===== src/mcrt_pkg.sv =====
// mcrt_pkg: register indexes, fixed field widths and the control struct
// shared by the multi-plane cache read timing modules; no dependencies
`timescale 1ns / 1ps

package mcrt_pkg;

    // fixed field widths
    localparam int XFER_W        = 16;
    localparam int CNT_W         = 3;
    localparam int PAGES_W       = 9;
    localparam int LOAD_W        = 16;
    localparam int CFG_DATA_W    = 16;
    localparam int CFG_IDX_W     = 3;
    localparam int OUT_TIME_W    = 32;
    localparam int OUT_PLANE_W   = 2;
    localparam int OUT_PAGE_W    = 8;
    localparam int NUM_PAGE_REGS = 4;

    // register indexes
    localparam logic [CFG_IDX_W-1:0] CFG_TRANSFER_TIME = 3'd0;
    localparam logic [CFG_IDX_W-1:0] CFG_PLANE_COUNT   = 3'd1;
    localparam logic [CFG_IDX_W-1:0] CFG_PAGES_ZERO    = 3'd2;
    localparam logic [CFG_IDX_W-1:0] CFG_PAGES_ONE     = 3'd3;
    localparam logic [CFG_IDX_W-1:0] CFG_PAGES_TWO     = 3'd4;
    localparam logic [CFG_IDX_W-1:0] CFG_PAGES_THREE   = 3'd5;

    // register reset values
    localparam logic [XFER_W-1:0]  RST_TRANSFER_TIME = 16'd1;
    localparam logic [CNT_W-1:0]   RST_PLANE_COUNT   = 3'd2;
    localparam logic [PAGES_W-1:0] RST_PAGES         = 9'd2;

    // per-cell control from the sequencer
    typedef struct packed {
        logic clr;        // position fell outside the grid: start from cell zero
        logic active;     // page lies below the plane's page count
        logic final_row;  // cell sits on the last row of the grid
        logic last;       // final cell of the grid
    } mcrt_ctrl_t;

endpackage


===== src/mcrt_cell_calc.sv =====
// mcrt_cell_calc: max-plus step for one cell, saturating adds
// depends on mcrt_pkg
`timescale 1ns / 1ps

module mcrt_cell_calc
    import mcrt_pkg::*;
#(
    parameter int TIME_BITS = 32
) (
    input  logic [LOAD_W-1:0]    load_time,
    input  logic [XFER_W-1:0]    transfer_time,
    input  logic                 active,
    input  logic [TIME_BITS-1:0] own_prev_two,
    input  logic [TIME_BITS-1:0] own_load_prev,
    input  logic [TIME_BITS-1:0] own_prev,
    input  logic [TIME_BITS-1:0] neighbour,
    output logic [TIME_BITS-1:0] load_end,
    output logic [TIME_BITS-1:0] transfer_end
);

    function automatic logic [TIME_BITS-1:0] sat_add(input logic [TIME_BITS-1:0] a,
                                                     input logic [TIME_BITS-1:0] b);
        logic [TIME_BITS:0] sum;
        sum = {1'b0, a} + {1'b0, b};
        return sum[TIME_BITS] ? {TIME_BITS{1'b1}} : sum[TIME_BITS-1:0];
    endfunction

    logic [TIME_BITS-1:0] load_base;
    logic [TIME_BITS-1:0] load_val;
    logic [TIME_BITS-1:0] xfer_base;
    logic [TIME_BITS-1:0] xfer_max;

    always_comb begin
        load_base = (own_prev_two > own_load_prev) ? own_prev_two : own_load_prev;
        load_val  = sat_add(TIME_BITS'(load_time), load_base);
        xfer_base = (own_prev > neighbour) ? own_prev : neighbour;
        xfer_max  = (xfer_base > load_val) ? xfer_base : load_val;
        if (active) begin
            load_end     = load_val;
            transfer_end = sat_add(TIME_BITS'(transfer_time), xfer_max);
        end else begin
            load_end     = '0;
            transfer_end = '0;
        end
    end

endmodule


===== src/mcrt_sequencer.sv =====
// mcrt_sequencer: configuration registers, grid size and cell position
// depends on mcrt_pkg
`timescale 1ns / 1ps

module mcrt_sequencer
    import mcrt_pkg::*;
#(
    parameter int MAX_PLANES = 4,
    parameter int MAX_PAGES  = 256,
    localparam int PW = $clog2(MAX_PLANES),
    localparam int GW = $clog2(MAX_PAGES)
) (
    input  logic                  aclk,
    input  logic                  aresetn,
    input  logic                  cfg_wr_en,
    input  logic [CFG_IDX_W-1:0]  cfg_wr_index,
    input  logic [CFG_DATA_W-1:0] cfg_wr_data,
    input  logic                  advance,
    output logic [XFER_W-1:0]     transfer_time,
    output mcrt_ctrl_t            ctrl,
    output logic [PW-1:0]         plane_idx,
    output logic [GW-1:0]         page_idx,
    output logic [PW-1:0]         last_plane
);

    localparam int NW  = $clog2(MAX_PLANES + 1);
    localparam int CW  = $clog2(MAX_PAGES + 1);
    localparam int NCW = (NW > CNT_W) ? NW : CNT_W;
    localparam int PCW = (CW > PAGES_W) ? CW : PAGES_W;
    localparam int RW  = $clog2(NUM_PAGE_REGS);

    logic [XFER_W-1:0]  xfer_time_reg;
    logic [CNT_W-1:0]   plane_cnt_reg;
    logic [PAGES_W-1:0] pages_reg [NUM_PAGE_REGS];

    logic [PW-1:0] plane_pos_reg, plane_pos_next;
    logic [GW-1:0] page_pos_reg,  page_pos_next;

    logic [NCW-1:0] pc_ext;
    logic [NW-1:0]  n_planes;
    logic [CW-1:0]  plane_pages [MAX_PLANES];
    logic [CW-1:0]  rows;

    always_ff @(posedge aclk) begin
        if (!aresetn) begin
            xfer_time_reg <= RST_TRANSFER_TIME;
            plane_cnt_reg <= RST_PLANE_COUNT;
            for (int k = 0; k < NUM_PAGE_REGS; k++) begin
                pages_reg[k] <= RST_PAGES;
            end
        end else if (cfg_wr_en) begin
            case (cfg_wr_index)
                CFG_TRANSFER_TIME: xfer_time_reg <= cfg_wr_data;
                CFG_PLANE_COUNT:   plane_cnt_reg <= cfg_wr_data[CNT_W-1:0];
                CFG_PAGES_ZERO:    pages_reg[0]  <= cfg_wr_data[PAGES_W-1:0];
                CFG_PAGES_ONE:     pages_reg[1]  <= cfg_wr_data[PAGES_W-1:0];
                CFG_PAGES_TWO:     pages_reg[2]  <= cfg_wr_data[PAGES_W-1:0];
                CFG_PAGES_THREE:   pages_reg[3]  <= cfg_wr_data[PAGES_W-1:0];
                default: ;
            endcase
        end
    end

    assign transfer_time = xfer_time_reg;

    // grid size from the configuration
    always_comb begin
        logic [PCW-1:0] raw;
        logic [RW-1:0]  sel;
        pc_ext = NCW'(plane_cnt_reg);
        if (pc_ext < NCW'(2)) begin
            n_planes = NW'(2);
        end else if (pc_ext > NCW'(MAX_PLANES)) begin
            n_planes = NW'(MAX_PLANES);
        end else begin
            n_planes = NW'(pc_ext);
        end
        rows = CW'(1);
        for (int k = 0; k < MAX_PLANES; k++) begin
            sel = (k < NUM_PAGE_REGS) ? RW'(k) : RW'(NUM_PAGE_REGS - 1);
            raw = PCW'(pages_reg[sel]);
            plane_pages[k] = (raw > PCW'(MAX_PAGES)) ? CW'(MAX_PAGES) : CW'(raw);
            if ((NW'(k) < n_planes) && (plane_pages[k] > rows)) begin
                rows = plane_pages[k];
            end
        end
    end

    // effective position and cell flags
    always_comb begin
        ctrl.clr       = (NW'(plane_pos_reg) >= n_planes) || (CW'(page_pos_reg) >= rows);
        plane_idx      = ctrl.clr ? '0 : plane_pos_reg;
        page_idx       = ctrl.clr ? '0 : page_pos_reg;
        last_plane     = PW'(n_planes - NW'(1));
        ctrl.active    = CW'(page_idx) < plane_pages[plane_idx];
        ctrl.final_row = CW'(page_idx) == (rows - CW'(1));
        ctrl.last      = ctrl.final_row && (plane_idx == last_plane);

        plane_pos_next = plane_pos_reg;
        page_pos_next  = page_pos_reg;
        if (advance) begin
            if (ctrl.last) begin
                plane_pos_next = '0;
                page_pos_next  = '0;
            end else if (plane_idx == last_plane) begin
                plane_pos_next = '0;
                page_pos_next  = page_idx + GW'(1);
            end else begin
                plane_pos_next = plane_idx + PW'(1);
                page_pos_next  = page_idx;
            end
        end
    end

    always_ff @(posedge aclk) begin
        if (!aresetn) begin
            plane_pos_reg <= '0;
            page_pos_reg  <= '0;
        end else begin
            plane_pos_reg <= plane_pos_next;
            page_pos_reg  <= page_pos_next;
        end
    end

endmodule


===== src/multiplane_cache_read_timing.sv =====
// multiplane_cache_read_timing: top level of the multi-plane cache read timing block
// output: each result is loaded into the output register on its input transfer
// throughput: one cell per cycle; s_ready is low only while a result waits unread
// reset: synchronous active-low aresetn clears position, per-plane times and the
// output valid; configuration registers return to their reset values
`timescale 1ns / 1ps

module multiplane_cache_read_timing
    import mcrt_pkg::*;
#(
    parameter int MAX_PLANES = 4,
    parameter int MAX_PAGES  = 256,
    parameter int TIME_BITS  = 32
) (
    input  logic                   aclk,
    input  logic                   aresetn,
    // configuration writes
    input  logic                   cfg_wr_en,
    input  logic [CFG_IDX_W-1:0]   cfg_wr_index,
    input  logic [CFG_DATA_W-1:0]  cfg_wr_data,
    // cell input
    input  logic                   s_valid,
    output logic                   s_ready,
    input  logic [LOAD_W-1:0]      s_load_time,
    // cell result
    output logic                   m_valid,
    input  logic                   m_ready,
    output logic [OUT_PLANE_W-1:0] m_cell_plane,
    output logic [OUT_PAGE_W-1:0]  m_cell_page,
    output logic [OUT_TIME_W-1:0]  m_load_end,
    output logic [OUT_TIME_W-1:0]  m_transfer_end,
    output logic                   m_last_cell,
    output logic [OUT_TIME_W-1:0]  m_total_time
);

    localparam int PW = $clog2(MAX_PLANES);
    localparam int GW = $clog2(MAX_PAGES);

    // sequencer outputs
    mcrt_ctrl_t        ctrl;
    logic [XFER_W-1:0] transfer_time;
    logic [PW-1:0]     plane_idx;
    logic [GW-1:0]     page_idx;
    logic [PW-1:0]     last_plane;
    logic [PW-1:0]     nb_idx;

    logic accept;

    // per-plane history of the recurrence
    logic [TIME_BITS-1:0] tep_reg  [MAX_PLANES];
    logic [TIME_BITS-1:0] tep_next [MAX_PLANES];
    logic [TIME_BITS-1:0] tep2_reg  [MAX_PLANES];
    logic [TIME_BITS-1:0] tep2_next [MAX_PLANES];
    logic [TIME_BITS-1:0] lep_reg  [MAX_PLANES];
    logic [TIME_BITS-1:0] lep_next [MAX_PLANES];
    logic [TIME_BITS-1:0] frm_reg, frm_next;

    // terms read for the current cell, zero when the grid restarts
    logic [TIME_BITS-1:0] own_prev;
    logic [TIME_BITS-1:0] own_prev_two;
    logic [TIME_BITS-1:0] own_load_prev;
    logic [TIME_BITS-1:0] neighbour;
    logic [TIME_BITS-1:0] frm_eff;
    logic [TIME_BITS-1:0] load_end;
    logic [TIME_BITS-1:0] transfer_end;
    logic [TIME_BITS-1:0] total;

    // output register
    logic                   m_valid_reg;
    logic [OUT_PLANE_W-1:0] cell_plane_reg;
    logic [OUT_PAGE_W-1:0]  cell_page_reg;
    logic [OUT_TIME_W-1:0]  load_end_reg;
    logic [OUT_TIME_W-1:0]  transfer_end_reg;
    logic                   last_cell_reg;
    logic [OUT_TIME_W-1:0]  total_time_reg;

    // input is taken whenever the output register is free or being emptied
    assign s_ready = !m_valid_reg || m_ready;
    assign accept  = s_valid && s_ready;

    mcrt_sequencer #(
        .MAX_PLANES (MAX_PLANES),
        .MAX_PAGES  (MAX_PAGES)
    ) u_sequencer (
        .aclk          (aclk),
        .aresetn       (aresetn),
        .cfg_wr_en     (cfg_wr_en),
        .cfg_wr_index  (cfg_wr_index),
        .cfg_wr_data   (cfg_wr_data),
        .advance       (accept),
        .transfer_time (transfer_time),
        .ctrl          (ctrl),
        .plane_idx     (plane_idx),
        .page_idx      (page_idx),
        .last_plane    (last_plane)
    );

    // plane zero waits on the last plane, others on the plane before
    assign nb_idx = (plane_idx == '0) ? last_plane : plane_idx - PW'(1);

    always_comb begin
        if (ctrl.clr) begin
            own_prev      = '0;
            own_prev_two  = '0;
            own_load_prev = '0;
            neighbour     = '0;
            frm_eff       = '0;
        end else begin
            own_prev      = tep_reg[plane_idx];
            own_prev_two  = tep2_reg[plane_idx];
            own_load_prev = lep_reg[plane_idx];
            neighbour     = tep_reg[nb_idx];
            frm_eff       = frm_reg;
        end
    end

    mcrt_cell_calc #(
        .TIME_BITS (TIME_BITS)
    ) u_cell_calc (
        .load_time     (s_load_time),
        .transfer_time (transfer_time),
        .active        (ctrl.active),
        .own_prev_two  (own_prev_two),
        .own_load_prev (own_load_prev),
        .own_prev      (own_prev),
        .neighbour     (neighbour),
        .load_end      (load_end),
        .transfer_end  (transfer_end)
    );

    // final-row maximum including this cell
    assign total = (transfer_end > frm_eff) ? transfer_end : frm_eff;

    // history update: written plane shifts, the rest holds or clears; the final cell clears all
    always_comb begin
        for (int k = 0; k < MAX_PLANES; k++) begin
            tep_next[k]  = tep_reg[k];
            tep2_next[k] = tep2_reg[k];
            lep_next[k]  = lep_reg[k];
            if (accept) begin
                if (ctrl.last) begin
                    tep_next[k]  = '0;
                    tep2_next[k] = '0;
                    lep_next[k]  = '0;
                end else if (PW'(k) == plane_idx) begin
                    tep2_next[k] = own_prev;
                    tep_next[k]  = transfer_end;
                    lep_next[k]  = load_end;
                end else if (ctrl.clr) begin
                    tep_next[k]  = '0;
                    tep2_next[k] = '0;
                    lep_next[k]  = '0;
                end
            end
        end
        frm_next = frm_reg;
        if (accept) begin
            if (ctrl.last) begin
                frm_next = '0;
            end else if (ctrl.final_row) begin
                frm_next = total;
            end else begin
                frm_next = frm_eff;
            end
        end
    end

    always_ff @(posedge aclk) begin
        if (!aresetn) begin
            for (int k = 0; k < MAX_PLANES; k++) begin
                tep_reg[k]  <= '0;
                tep2_reg[k] <= '0;
                lep_reg[k]  <= '0;
            end
            frm_reg <= '0;
        end else begin
            for (int k = 0; k < MAX_PLANES; k++) begin
                tep_reg[k]  <= tep_next[k];
                tep2_reg[k] <= tep2_next[k];
                lep_reg[k]  <= lep_next[k];
            end
            frm_reg <= frm_next;
        end
    end

    // output valid
    always_ff @(posedge aclk) begin
        if (!aresetn) begin
            m_valid_reg <= 1'b0;
        end else if (accept) begin
            m_valid_reg <= 1'b1;
        end else if (m_ready) begin
            m_valid_reg <= 1'b0;
        end
    end

    // output payload, loaded on each input transfer
    always_ff @(posedge aclk) begin
        if (accept) begin
            cell_plane_reg   <= OUT_PLANE_W'(plane_idx);
            cell_page_reg    <= OUT_PAGE_W'(page_idx);
            load_end_reg     <= OUT_TIME_W'(load_end);
            transfer_end_reg <= OUT_TIME_W'(transfer_end);
            last_cell_reg    <= ctrl.last;
            total_time_reg   <= ctrl.last ? OUT_TIME_W'(total) : '0;
        end
    end

    assign m_valid        = m_valid_reg;
    assign m_cell_plane   = cell_plane_reg;
    assign m_cell_page    = cell_page_reg;
    assign m_load_end     = load_end_reg;
    assign m_transfer_end = transfer_end_reg;
    assign m_last_cell    = last_cell_reg;
    assign m_total_time   = total_time_reg;

endmodule


===== config.mk =====
export PLATFORM = sky130hd
export DESIGN_NAME = multiplane_cache_read_timing
export DESIGN_NICKNAME = d
export VERILOG_FILES = /design/src/mcrt_pkg.sv /design/src/mcrt_cell_calc.sv /design/src/mcrt_sequencer.sv /design/src/multiplane_cache_read_timing.sv
export SDC_FILE = /design/constraint.sdc
export NUM_CORES = 2
export LEC_CHECK = 0
export ABC_AREA = 0
export BUFFER_PORTS_ARGS = -buffer_cell sky130_fd_sc_hd__buf_4
export CAP_MARGIN = 20
export CORE_UTILIZATION = 45
export CTS_CLUSTER_SIZE = 40
export DETAILED_ROUTE_END_ITERATION = 10
export PLACE_DENSITY_LB_ADDON = 0.3
export SETUP_SLACK_MARGIN = 0.1
export SLEW_MARGIN = 20
export SYNTH_ARGS = -nofsm -noshare
export SYNTH_HDL_FRONTEND = slang
export SYNTH_SLANG_ARGS = --single-unit
export TNS_END_PERCENT = 100

===== constraint.sdc =====
create_clock -name aclk -period 22.8 [get_ports aclk]
set_input_delay 2.28 -clock aclk [delete_from_list [all_inputs] [get_ports aclk]]
set_output_delay 2.28 -clock aclk [all_outputs]
set_load 0.02 [all_outputs]

Yosys cells after proc, flatten, opt, wreduce, memory -nomap -nowiden
Memories as Yosys holds them, arrays and structs flattened.
Cells that the tools add are included.
{"block": "word_totals", "reg_bits": 169, "latch_bits": 0, "ramBits": 420, "mem_bits_ro": 0, "input_bits": 40, "output_inout_bits": 109, "elab_cells": 217, "n_memories": 4}
{"memory": "lep_reg", "depth": 4, "word_bits": 32, "rd": 1, "rd_clocked_by_memory_dff": 0, "write_ports": 4, "line": "multiplane_cache_read_timing.sv:54", "source": "logic [TIME_BITS-1:0] lep_reg [MAX_PLANES];"}
{"memory": "tep2_reg", "depth": 4, "word_bits": 32, "rd": 1, "rd_clocked_by_memory_dff": 0, "write_ports": 4, "line": "multiplane_cache_read_timing.sv:52", "source": "logic [TIME_BITS-1:0] tep2_reg [MAX_PLANES];"}
{"memory": "tep_reg", "depth": 4, "word_bits": 32, "rd": 2, "rd_clocked_by_memory_dff": 0, "write_ports": 4, "line": "multiplane_cache_read_timing.sv:50", "source": "logic [TIME_BITS-1:0] tep_reg [MAX_PLANES];"}
{"memory": "u_sequencer.pages_reg", "depth": 4, "word_bits": 9, "rd": 4, "rd_clocked_by_memory_dff": 0, "write_ports": 4, "line": "mcrt_sequencer.sv:34", "source": "logic [PAGES_W-1:0] pages_reg [NUM_PAGE_REGS];"}
{"block": "classes", "addsub": 7, "multipliers": 0, "div": 0, "order_cmp": 22, "n_eq_ne": 18, "shift": 0, "muxes": 119, "n_bitwise": 17, "reduce_logical": 18}
{"cell": "$mux W32", "n": 75}
{"cell": "$gt A32 B32 Y1", "n": 4}
{"cell": "$mux W9", "n": 14}
{"cell": "$add A16 B32 Y33", "n": 2}
{"cell": "$gt A9 B9 Y1 const B", "n": 4}
{"cell": "$gt A9 B9 Y1", "n": 3}
{"cell": "$mux W8", "n": 3}
{"cell": "$mux W1", "n": 20}
{"cell": "$bmux W9 S2", "n": 1}
{"cell": "$ne A4 B4 Y1 const B", "n": 4}
{"cell": "$or A1 B1 Y1", "n": 16}
{"cell": "$reduce_and A3 Y1", "n": 4}
{"cell": "$eq A8 B9 Y1", "n": 1}
{"cell": "$ge A8 B9 Y1", "n": 1}
{"cell": "$gt A9 B1 Y1 const B", "n": 1}
{"cell": "$lt A8 B9 Y1", "n": 1}
{"cell": "$sub A9 B1 Y9 const B", "n": 1}
{"cell": "$add A8 B1 Y8 const B", "n": 1}
{"cell": "$mux W2", "n": 4}
{"cell": "$eq A3 B2 Y1 const B", "n": 2}
{"cell": "$eq A3 B3 Y1 const B", "n": 2}
{"cell": "$logic_and A1 B1 Y1", "n": 6}
{"cell": "$lt A1 B3 Y1 const A", "n": 2}
{"cell": "$lt A2 B3 Y1 const A", "n": 2}
{"cell": "other kinds (19)", "n": 27}

Longest topological paths before layout
An unclocked memory read counts as a cell.
{"block": "logic_depth", "depth_word": 33, "depth_mapped": 123, "depth_no_buf": 109}

By module
From an unflattened synthesis, not the netlist that was laid out.
{"block": "unflattened", "hier_cells": 3452, "area_unflattened_um2": 36317.3}
{"mod": "multiplane_cache_read_timing", "instances": 1, "cells_per_inst": 1790, "area_per_inst_um2": 24369.6, "seq_area_each_um2": 15404.8}
{"mod": "mcrt_cell_calc", "instances": 1, "cells_per_inst": 1025, "area_per_inst_um2": 6690.2, "seq_area_each_um2": 0.0}
{"mod": "mcrt_sequencer", "instances": 1, "cells_per_inst": 637, "area_per_inst_um2": 5257.5, "seq_area_each_um2": 1661.6}

Worst setup path before layout
OpenSTA, ideal clock, no wires.
{"block": "synth_timing", "path_kind": "reg-to-reg", "from": "memory u_sequencer.pages_reg[1][8]", "to": "register frm_reg[3]", "setup_ps": 60, "t_arrival_ps": 23543, "required_ps": 22740, "setup_slack_ps": -803, "path_stages_with_launch": 115, "path_buffers": 22, "synth_period_minus_slack_ps": 23603, "cell_sequence": "edfxtp_1 clkbuf_1 nor2b_1 ha_1 nand2_1 or3_1 a21oi_2 buf_1 a21oi_1 a21oi_1 ha_1 a22o_1 nor3_2 or2_2 clkbuf_1 clkbuf_1 nor2_1 a21oi_1 [... 79 more ...] or4_1 a221oi_1 xor2_1 o21ai_1 inv_1 ha_1 a21o_1 a21o_1 a21oi_1 o21ai_0 a2111oi_0 nor2b_1 a221oi_1 and2_0 o21ai_0 nor2b_1 clkbuf_1 a22o_1"}
{"element": "from (decl)", "line": "mcrt_sequencer.sv:34"}
{"element": "to (signal assigned)", "line": "multiplane_cache_read_timing.sv:182", "source": "frm_reg <= frm_next;"}
{"element": "to (decl)", "line": "multiplane_cache_read_timing.sv:56", "source": "logic [TIME_BITS-1:0] frm_reg, frm_next;"}

==> metrics <==
status=complete, no violations; RR Startpoint=u_sequencer.pages_reg[0][8]$_SDFFCE_PN0P_; Mapped Nets=3603; skew final=roughly 0.02 ns; gpl congestion=0.983; Worst Setup SP=u_sequencer.pages_reg[0][8]$_SDFFCE_PN0P_; Die ar.=79100 um2; Post-synth EDFFs=527; max incr delay on CP=0.46 ns; Slew @ Worst Pin=1.11 ns; CTS clk-pin slew, worst paths=about 0.060 ns; R2R depth=97; max-slew violations=0; crit end category=flip-flop; Placed Cells incl. Taps=~4400; sequential fraction of the synthesis area=48.6%; Die Y=roughly 280 um; Main synth FF type=edfxtp_1; clk_lat worst skew=0.63 ns; maxcap violations=0; core area=77300 um2; Vias=roughly 28000; DRC errors left=0; crit path kind=reg -> reg; clk buf depth=3; Post-DP Area=37600 um2; Critical Path AT=22.02 ns; largest net degree at the start of global routing=79; non-filler cells, final=between 4000 and 5000; P&R area growth vs syn=14.5%; startpoint types=flip-flop; most common cell after layout, fill and taps aside=edfxtp_1; first-pass GRT wire length=163 mm; DR iter-0 viols=between 3000 and 4000; Post-synth ARST share=0%; Place WS=-0.263 ns; WL final=109 mm; final setup fails=0; Slew headroom=around a quarter; die width=281 um; Syn Area/Cell=roughly 10 um2; minimum clock period=21.46 ns; Initial Util=45.4%; root buffer selected by CTS=clkbuf_16; H-tree depth=3; Syn. warnings=0; largest area contributor in the netlist=edfxtp_1; hold worst-path end=u_sequencer.transfer_time[12]$_SDFFE_PN0P_; first-pass iteration count of the detailed router=6; Design Area, Final=40200 um2; Cells after Synth=3351; crit path max fanout=between 60 and 70; hold path start=u_sequencer.transfer_time[12]$_SDFFE_PN0P_; Yosys cell types=101; worst reg2reg endpoint=frm_reg[2]$_SDFFE_PN0P_; Final Cycle Share=94.1%; Total GRT Usage=a little over a quarter; most frequent cells in the layout=edfxtp_1, nor2_1, nand2_1; I/O pins=about 150; total CTS buffers=66; share of layout cells above drive strength 1=around 16%; Worst Hold Class=reg -> reg; Buffers on Ports=148; HPWL after DPL=75.5 mm; remaining global-route overflow=0; Post-DRT Antenna Nets=0; number of global-route vias before repair=26100; r2r setup slk=~1.3 ns; f_max=0.0466 GHz; Worst path slowest cell=or4_1; antenna violations before repair=4; Avg Vias per Cell=6.04; Final Hold Fails=0; CTS tree=done; fin nets=3727; Hold Crit Depth=2; num rows=102; WL/cell=23.9 um; top post-synthesis cells by area=edfxtp_1, ha_1, mux4_2, nor2_1, nand2_1; Clock Sinks=589; Final WS setup=roughly 1.3 ns; CTS Hold Bufs=0; RSZ-0062 raised after global routing=false; Synth Cell Area=35100 um2; top-area cell type share of the netlist area=45.1%; Seq cells post-synth=slightly below 600; Critical Path RT=23.35 ns
[synth_stat cells (9+ instances only)]
master / count
a211o_1: 10
a211oi_1: 26
a21boi_0: 22
a21o_1: 70
a21oi_1: 128
a22o_1: 43
a311oi_1: 10
a31oi_1: 24
and2_1: 82
and3_1: 20
buf_1: 32
buf_2: 22
clkbuf_1: 123
dfxtp_1: 62
edfxtp_1: 527
ha_1: 210
inv_1: 156
mux2_2: 12
mux2i_1: 47
mux4_2: 112
nand2_1: 371
nand2b_1: 29
nand3_1: 68
nand4_1: 38
nor2_1: 527
nor2b_1: 38
nor3_1: 55
nor4_1: 16
o211ai_1: 38
o21a_1: 23
o21ai_0: 147
o21ai_1: 18
or2_2: 24
or3_1: 9
xnor2_1: 38
xor2_1: 15
[how the worst max path moves through the flow]
stage	end	slack, ns	cells past startpoint
floorplan	frm_reg[3]$_SDFFE_PN0P_	0.08	115
global route	frm_reg[26]$_SDFFE_PN0P_	0.007	106
detailed placement	frm_reg[1]$_SDFFE_PN0P_	-0.26	101
global placement	frm_reg[9]$_SDFFE_PN0P_	0.12	99
CTS	frm_reg[15]$_SDFFE_PN0P_	0.10	98
finish	frm_reg[2]$_SDFFE_PN0P_	1.34	97
[timing repair]
| item | 4_1_cts | 5_1_grt |
|---|---|---|
| setup buffers | 0 | 17 |
| cloned | 0 | 1 |
| resized for setup | 7 | 51 |
| pin swaps | 1 | 12 |
| endpoints found under the setup margin | 61 | 64 |
[cell type report]
type	count	area, um2
multi-input combinational	2417	17100
clock inverter	32	437
timing repair buffer	240	1900
antenna	1	2.50
clock buffer	85	1810
tap	1040	1300
fill	6929	37100
sequential	589	17100
inverter	161	611
[cells by family after synthesis]
group | synth area share, %
compound gates | 12.7
xor+xnor | 1.32
fa+ha+maj | 7.60
buf+inv | 3.88
flops | 48.6
mux | 8.94
simple gates | 16.9
[per-layer routing]
| metal | share of wire [%] | track usage (%) | routed length (um) |
|---|---|---|---|
| met2 | 45 | 41.7 | 49000 |
| met1 | 43 | 39.4 | 47500 |
| met3 | 8.0 | 3.69 | 8780 |
| met4 | 3.6 | 10.7 | 3950 |
| met5 | 0.033 | 0 | 36 |
[critical path, delay by kind of cell, from the launching register on]
kind	cells	cell delay (ns)
buffers and inverters	10	1.65
flip-flops	1	0.45
XOR/XNOR	1	0.17
adder cells (fa/ha/maj)	10	2.82
AND/OR/NAND/NOR	26	4.91
AO/OA/AOI/OAI	50	11.29
[through the flow]
| step | hold slack, ns | util, % | TNS (ns) |
|---|---|---|---|
| floorplan | 0.439 | - | 0 |
| global placement | 0.457 | 48.6 | 0 |
| detailed placement | 0.468 | 48.6 | -7.54 |
| CTS | 0.476 | 51.5 | 0 |
| global route | 0.492 | 52.0 | 0 |
| finish | 0.474 | 52.0 | 0 |
Power is not shown: default switching activity piles up to over one toggle a cycle in this logic, so the estimate is an artifact.
